--- src/design/i2cscq_pkg.sv ---
// ----------------------------------------------------------------------------
// i2cscq_pkg
// Shared types, constants and helpers for the I2C slave command queue:
// event codes, bus phases, ring sizing and the result beat bit layout.
// ----------------------------------------------------------------------------
package i2cscq_pkg;

  // ring of pairs, one slot kept free to tell full from empty
  localparam int QUEUE_DEPTH     = 8;
  localparam int PTR_W           = (QUEUE_DEPTH > 1) ? $clog2(QUEUE_DEPTH) : 1;
  // read-command table, one byte per entry
  localparam int READ_TABLE_SIZE = 8;
  localparam int LIST_W          = 64;

  typedef logic [PTR_W-1:0] ptr_t;

  // decoded bus event codes carried in the input beat
  localparam logic [2:0] EV_ADDR_WRITE = 3'd0;
  localparam logic [2:0] EV_DATA_ACK   = 3'd1;
  localparam logic [2:0] EV_DATA_NACK  = 3'd2;
  localparam logic [2:0] EV_STOP       = 3'd3;
  localparam logic [2:0] EV_ADDR_READ  = 3'd4;
  localparam logic [2:0] EV_TX_DONE    = 3'd5;
  localparam logic [2:0] EV_OTHER      = 3'd6;
  localparam logic [2:0] EV_POP        = 3'd7;

  // slave transaction phase
  typedef enum logic [5:0] {
    PH_IDLE      = 6'b000001,
    PH_WAIT_CODE = 6'b000010,
    PH_GOT_CODE  = 6'b000100,
    PH_GOT_ARG   = 6'b001000,
    PH_READ_REQ  = 6'b010000,
    PH_SENT      = 6'b100000
  } phase_t;

  // input tuser layout, lowest bit up
  localparam int IN_CMD_LSB     = 0;
  localparam int IN_SET_RES_BIT = 3;

  // result tuser layout, lowest bit up
  localparam int OUT_ACK_BIT      = 0;
  localparam int OUT_POP_BIT      = 1;
  localparam int OUT_IS_READ_BIT  = 2;
  localparam int OUT_NONEMPTY_BIT = 3;

  // ring pointer increment with wrap at the depth
  function automatic ptr_t ring_next(input ptr_t p);
    ptr_t n;
    if (p == PTR_W'(QUEUE_DEPTH - 1)) n = '0;
    else                              n = p + 1'b1;
    return n;
  endfunction

  // command byte lookup in the zero-terminated read-command table
  function automatic logic code_in_table(input logic [LIST_W-1:0] list,
                                         input logic [7:0] code);
    logic       hit;
    logic       live;
    logic [7:0] entry;
    hit  = 1'b0;
    live = 1'b1;
    for (int i = 0; i < READ_TABLE_SIZE; i++) begin
      entry = list[8*i +: 8];
      if (entry == 8'h00) begin
        live = 1'b0;
      end else if (live && (entry == code)) begin
        hit = 1'b1;
      end
    end
    return hit;
  endfunction

endpackage

--- src/design/i2c_slave_command_queue.sv ---
// ----------------------------------------------------------------------------
// i2c_slave_command_queue
// Command front end of an I2C slave: turns decoded bus events into ACK/NACK
// decisions, queues command/argument pairs and serves local pops.
// ----------------------------------------------------------------------------
//  channel | direction | payload
//  s_*     | in        | tdata: rx_byte, new_result   tuser: cmd, set_result
//  m_*     | out       | tdata: tx_byte, cmd_code, cmd_arg
//          |           | tuser: ack, pop_valid, cmd_is_read, queue_nonempty
//  cfg_*   | in        | read_command_list, 64 bits
//
//  one beat per cycle sustained while m_tready is high; a result beat passes
//  through the input register, then the result register
//  the state update of each beat happens in one pass of logic between them
//  rst is synchronous; no clearing pass, ring slots hold unknown data
//  a stalled result register holds the input register, which backs s_tready
module i2c_slave_command_queue (
  input  logic        clk,
  input  logic        rst,
  input  logic        s_tvalid,
  output logic        s_tready,
  input  logic [15:0] s_tdata,    // [7:0] rx_byte, [15:8] new_result
  input  logic [3:0]  s_tuser,    // [2:0] cmd, [3] set_result
  output logic        m_tvalid,
  input  logic        m_tready,
  output logic [23:0] m_tdata,    // [7:0] tx_byte, [15:8] cmd_code, [23:16] cmd_arg
  output logic [3:0]  m_tuser,    // [0] ack, [1] pop_valid, [2] cmd_is_read,
                                  // [3] queue_nonempty
  input  logic        cfg_valid,
  output logic        cfg_ready,
  input  logic [i2cscq_pkg::LIST_W-1:0] cfg_data
);
  import i2cscq_pkg::*;

  // input register
  logic        in_valid;
  logic [2:0]  in_cmd;
  logic [7:0]  in_rx;
  logic        in_set_res;
  logic [7:0]  in_new_res;

  // block state
  logic [LIST_W-1:0] cmd_list;
  phase_t            phase, phase_next;
  logic [7:0]        pending_code, pending_code_next;
  logic [15:0]       pair_store [QUEUE_DEPTH];
  ptr_t              read_ptr, read_ptr_next;
  ptr_t              write_ptr, write_ptr_next;
  logic [7:0]        result_hold, result_hold_next;

  // result values of the current beat
  logic        store_we;
  logic        r_ack, r_pop, r_is_read, r_nonempty;
  logic [7:0]  r_tx, r_code, r_arg;
  logic [15:0] head_pair;
  ptr_t        head_ptr_next;
  logic        full, empty, advance;

  // result register
  logic        out_valid;
  logic [23:0] out_data;
  logic [3:0]  out_user;

  assign advance   = in_valid && (!out_valid || m_tready);
  assign s_tready  = !in_valid || advance;
  assign cfg_ready = 1'b1;
  assign m_tvalid  = out_valid;
  assign m_tdata   = out_data;
  assign m_tuser   = out_user;

  assign full          = (read_ptr == ring_next(write_ptr));
  assign empty         = (read_ptr == write_ptr);
  assign head_ptr_next = advance ? read_ptr_next : read_ptr;

  // input register load
  always_ff @(posedge clk) begin
    if (rst) begin
      in_valid <= 1'b0;
    end else if (s_tready) begin
      in_valid <= s_tvalid;
    end
    if (s_tvalid && s_tready) begin
      in_cmd     <= s_tuser[IN_CMD_LSB +: 3];
      in_set_res <= s_tuser[IN_SET_RES_BIT];
      in_rx      <= s_tdata[7:0];
      in_new_res <= s_tdata[15:8];
    end
  end

  // configuration register
  always_ff @(posedge clk) begin
    if (rst) begin
      cmd_list <= '0;
    end else if (cfg_valid && cfg_ready) begin
      cmd_list <= cfg_data;
    end
  end

  // event decode and next state
  always_comb begin
    phase_next        = phase;
    pending_code_next = pending_code;
    read_ptr_next     = read_ptr;
    write_ptr_next    = write_ptr;
    result_hold_next  = result_hold;
    store_we          = 1'b0;
    r_ack             = 1'b0;
    r_tx              = 8'h00;
    r_pop             = 1'b0;
    r_code            = 8'h00;
    r_arg             = 8'h00;
    r_is_read         = 1'b0;
    unique case (in_cmd)
      EV_ADDR_WRITE: begin
        if (full) begin
          phase_next = PH_IDLE;
        end else begin
          phase_next = PH_WAIT_CODE;
          r_ack      = 1'b1;
        end
      end
      EV_DATA_ACK: begin
        unique case (phase)
          PH_WAIT_CODE: begin
            if (in_rx != 8'h00) begin
              pending_code_next = in_rx;
              phase_next        = PH_GOT_CODE;
              r_ack             = 1'b1;
            end else begin
              // ping: zero command byte
              phase_next = PH_IDLE;
            end
          end
          PH_GOT_CODE: begin
            if (!full) begin
              store_we       = 1'b1;
              write_ptr_next = ring_next(write_ptr);
              r_ack          = 1'b1;
            end
            pending_code_next = 8'h00;
            phase_next        = PH_GOT_ARG;
          end
          default: begin
            // surplus data byte: NACK, keep state
          end
        endcase
      end
      EV_DATA_NACK: begin
      end
      EV_STOP: begin
        phase_next = PH_IDLE;
        r_ack      = 1'b1;
      end
      EV_ADDR_READ: begin
        phase_next       = PH_READ_REQ;
        r_tx             = result_hold;
        result_hold_next = 8'h00;
      end
      EV_TX_DONE: begin
        phase_next = PH_SENT;
      end
      EV_OTHER: begin
        phase_next        = PH_IDLE;
        pending_code_next = 8'h00;
        r_ack             = 1'b1;
      end
      EV_POP: begin
        if (!empty) begin
          read_ptr_next = ring_next(read_ptr);
          r_pop         = 1'b1;
          r_code        = head_pair[15:8];
          r_arg         = head_pair[7:0];
          r_is_read     = code_in_table(cmd_list, head_pair[15:8]);
        end
      end
      default: begin
      end
    endcase
    if (in_set_res) begin
      result_hold_next = in_new_res;
    end
    r_nonempty = (read_ptr_next != write_ptr_next);
  end

  // state registers
  always_ff @(posedge clk) begin
    if (rst) begin
      phase        <= PH_IDLE;
      pending_code <= 8'h00;
      read_ptr     <= '0;
      write_ptr    <= '0;
      result_hold  <= 8'h00;
    end else if (advance) begin
      phase        <= phase_next;
      pending_code <= pending_code_next;
      read_ptr     <= read_ptr_next;
      write_ptr    <= write_ptr_next;
      result_hold  <= result_hold_next;
    end
  end

  // pair ring storage, oldest pair kept in a register with write bypass
  always_ff @(posedge clk) begin
    if (advance && store_we) begin
      pair_store[write_ptr] <= {pending_code, in_rx};
    end
    if (advance && store_we && (write_ptr == head_ptr_next)) begin
      head_pair <= {pending_code, in_rx};
    end else begin
      head_pair <= pair_store[head_ptr_next];
    end
  end

  // result register
  always_ff @(posedge clk) begin
    if (rst) begin
      out_valid <= 1'b0;
    end else if (advance) begin
      out_valid <= 1'b1;
    end else if (m_tready) begin
      out_valid <= 1'b0;
    end
    if (advance) begin
      out_data                   <= {r_arg, r_code, r_tx};
      out_user[OUT_ACK_BIT]      <= r_ack;
      out_user[OUT_POP_BIT]      <= r_pop;
      out_user[OUT_IS_READ_BIT]  <= r_is_read;
      out_user[OUT_NONEMPTY_BIT] <= r_nonempty;
    end
  end

endmodule

--- config.mk ---
export PLATFORM = sky130hd
export DESIGN_NAME = i2c_slave_command_queue
export DESIGN_NICKNAME = d
export VERILOG_FILES = /design/src/design/i2cscq_pkg.sv /design/src/design/i2c_slave_command_queue.sv
export SDC_FILE = /design/constraint.sdc
export NUM_CORES = 1
export LEC_CHECK = 0
export ABC_AREA = 1
export BUFFER_PORTS_ARGS = -buffer_cell sky130_fd_sc_hd__clkbuf_2
export CAP_MARGIN = 15
export CORE_ASPECT_RATIO = 1.75
export CORE_MARGIN = 3
export CORE_UTILIZATION = 63
export CTS_CLUSTER_DIAMETER = 60
export DETAILED_ROUTE_END_ITERATION = 8
export HOLD_SLACK_MARGIN = 0.1
export PLACE_DENSITY = 0.86
export SLEW_MARGIN = 20
export SYNTH_ARGS = -nofsm -noshare
export SYNTH_HDL_FRONTEND = slang
export SYNTH_SLANG_ARGS = --single-unit
--- constraint.sdc ---
create_clock -name clk -period 6.42 [get_ports clk]
set_input_delay 0.963 -clock clk [delete_from_list [all_inputs] [get_ports clk]]
set_output_delay 0.963 -clock clk [all_outputs]
set_load 0.05 [all_outputs]
==> run summary <==
Final Skew: 0.0141 ns
Num CTS Buffers: 24
Synth Cell Area: 0.0116 sq mm
Synth top area cells: edfxtp_1, dfxtp_1, nand2_1, nor2_1, o21ai_0
Post-CTS setup buffers: 0
Tmin final: 3.45 ns
Simple-Gate Fraction of Synth Area: 0.171
Detail Route Antenna Nets: 0
First drt pass iteration count: 5
Max stage delay on crit path: 0.59 ns
Vias in the first global route: 8793
Via count: 8853
Wire per inst: 17.4 um
First-pass GRT wire length: 41600 um
Distinct cells, synth: 37
Reg clk slew, reported paths: 0.07 ns
Worst slew pin tran: 1.05 ns
Synth Area in Compound Gates: 0.110
Synthesized-area fraction occupied by xor and xnor cells: 0.0280
Critical Path End Type: flip-flop
Commonest non-fill, non-tap cell in the layout: nand2_1
Row cnt: 65
CTS sink cnt: 273
Slew Limit Fails: 0
DIE WIDTH: 109 um
Final hold slack: 0.465 ns
WL final: 26600 um
Setup slack at placement: 3.07 ns
Net Count, Synth: 1281
Worst path cell trace: buf_4 > inv_2 > nand2_1 > nand2_1 > nand2_1 > nand3_1 > nand2_1 > nand2_1 > nand2_1 > inv_1 > nand2_1 > nor2_1 > nand2_1 > nand2_1 > nand2_1 > nand2_1 > nand2_1 > nand2_1 > nand2_1 > a21oi_2
CP Data Required Time: 6.68 ns
Synth Register Bits: 273
Pwr dens: 274 mW/mm^2
Die Y: 185 um
# hold bufs at CTS: 0
# IOs: 120
Cell Area, Placed: 0.0123 sq mm
Sequential power share: 0.544
Initial core utilization: 0.642
Clock tree from TritonCTS: done
YS warnings: 0
Crit path max-delay family: simple AND/OR/NAND/NOR gates
Post-route design area: 0.0131 sq mm
Number of remaining DRC errors: 0
Hold Fails Final Rpt: 0
Layout cells sized above 1: 0.152
Tot Pwr: 3.58 mW
Placed instance count: 1491
Critical Path Source Type: flip-flop
WS Path Type: flip-flop to flip-flop
Switching power share of the total: 0.224
PortBufs: 118
CTS Buffer Depth: 3
Final setup vio count: 0
Crit path buf inv count: 3
Syn Area/Cell: 9.76 sq um
Root Buffer: clkbuf_16
Synth Instances: 1188
Initial antenna violation count: 0
Die Footprint: 0.0201 sq mm
Area leader, netlist: edfxtp_1
Post-Layout Cell Count: 1532
Initial DRC Count: 802
Crit-path max FO: 65
Register area share after synthesis: 0.623
Leak pwr: 5.26 nW
Switch Pwr: 804 uW
All-layer global routing usage: 0.265
Largest net degree at the start of global routing: 66
Commonest cells after routing, fill and taps aside: nand2_1, edfxtp_1, nor2_1
Max-slew headroom: 0.299
Post-CTS sizing: 0
Peak VDD IR: 0.335 mV
Largest family of logic cells by synthesized area: simple AND/OR/NAND/NOR gates
Skew-Pair Late Insertion Delay: 0.52 ns
Routability Congestion: 0.874
Final nets: 1376
Int Pwr: 2.78 mW
FMAX: 0.290 GHz
HPWL Detailed: 17100 um
Outcome: finished, final reports clean
CTS H-Tree Depth: 1
RSZ-0062 raised after global routing: false
Critical Path Most Common Cell: nand2_1
Antenna Cells: 0
Worst hold path class: flip-flop to flip-flop
GRT overflow: 0
Area grow syn2layout: 12.8%
Slowest library cell on the worst path: inv_2
Comb pwr share: 0.060
Multiplexer share of the synthesized area: 0.000863
Final worst setup slack: 2.97 ns
Synth Area in Adders: 0.00432
Max-cap viol count: 0
Fin crit share: 0.537
Setup TNS: 0 ns
Final core utilization: 0.724
Core Region: 0.0181 sq mm
Crit path DAT: 3.71 ns
Top cell type's share of synthesized area: 0.456
Clock power share: 0.396
Via density: 5.78
==> metal layers <==
layer / part of all wire / track usage
met1: 0.35 / 0.279
met2: 0.53 / 0.476
met3: 0.067 / 0.0429
met4: 0.059 / 0.176
met5: 0 / 0
==> sequential cells by signal (all words and copies together), names as in the netlist, 4 cells and up, named ones only <==
name and count:
result_hold 8, pending_code 8, cmd_list 64, in_new_res 8, m_tdata 24, phase 6, m_tuser 4, in_rx 8
pair_store 128
==> worst reg2reg max path: cells and delay by family, from the launching register on <==
kind                   cells  cell delay, ns
AND/OR/NAND/NOR           16            1.60
AO/OA/AOI/OAI              1            0.07
buffers and inverters      3            1.20
flip-flops                 1            0.31
==> synthesized netlist by cell type (all sizes together) <==
cell type    n
buf         19
ha           4
clkbuf      35
conb         1
dfxtp       97
o221ai       1
nand3       57
and3         1
o2111ai      1
nor4        11
a22o         1
o22ai       15
or2          2
edfxtp     176
o21ai      137
a31oi        8
mux2i        1
xor2        32
nand4        7
nor3        22
xnor2        5
nand2      189
nand3b       3
inv        112
nor2       169
a211oi       2
a21oi       80
==> area by class of cell <==
class,count,area (sq um)
Timing Repair Buffer,123,628
Fill cell,1259,4980
Tap cell,234,293
Sequential cell,273,7230
Multi-Input combinational cell,749,3740
Clock inverter,14,136
Clock buffer,27,633
Inverter,112,420
==> kinds of logic (layout without fill, tap and decap cells) <==
logic type | count (synthesis) | after routing
AND/OR/NAND/NOR | 461 | 461
AO/OA/AOI/OAI | 245 | 245
XOR/XNOR | 37 | 37
buffers and inverters | 166 | 276
multiplexers | 1 | 1
flip-flops | 273 | 273
other | 1 | 1
adder cells (fa/ha/maj) | 4 | 4
==> final timing paths <==
check	startpoint	endpoint	slack, ns	depth (start not counted)
worst max-delay path	flip-flop	m_tuser[2]	2.97	20
worst min-delay path	result_hold[7]	result_hold[7]	0.46	2
worst max register to register	flip-flop	m_tuser[2]	2.97	20
worst min register to register	result_hold[7]	result_hold[7]	0.46	2
==> power by group through the flow <==
| stage | Clock, mW | Combinational [mW] | Sequential, mW |
|---|---|---|---|
| final | 1.42 | 0.214 | 1.95 |
| after global placement | 0 | 0.206 | 1.98 |
| after CTS | 1.43 | 0.213 | 1.95 |
| after floorplan | 0 | 0.121 | 2.00 |
| after detailed placement | 0 | 0.210 | 1.99 |
| after global routing | 1.49 | 0.240 | 1.95 |
(Power assumes the default switching activity.)
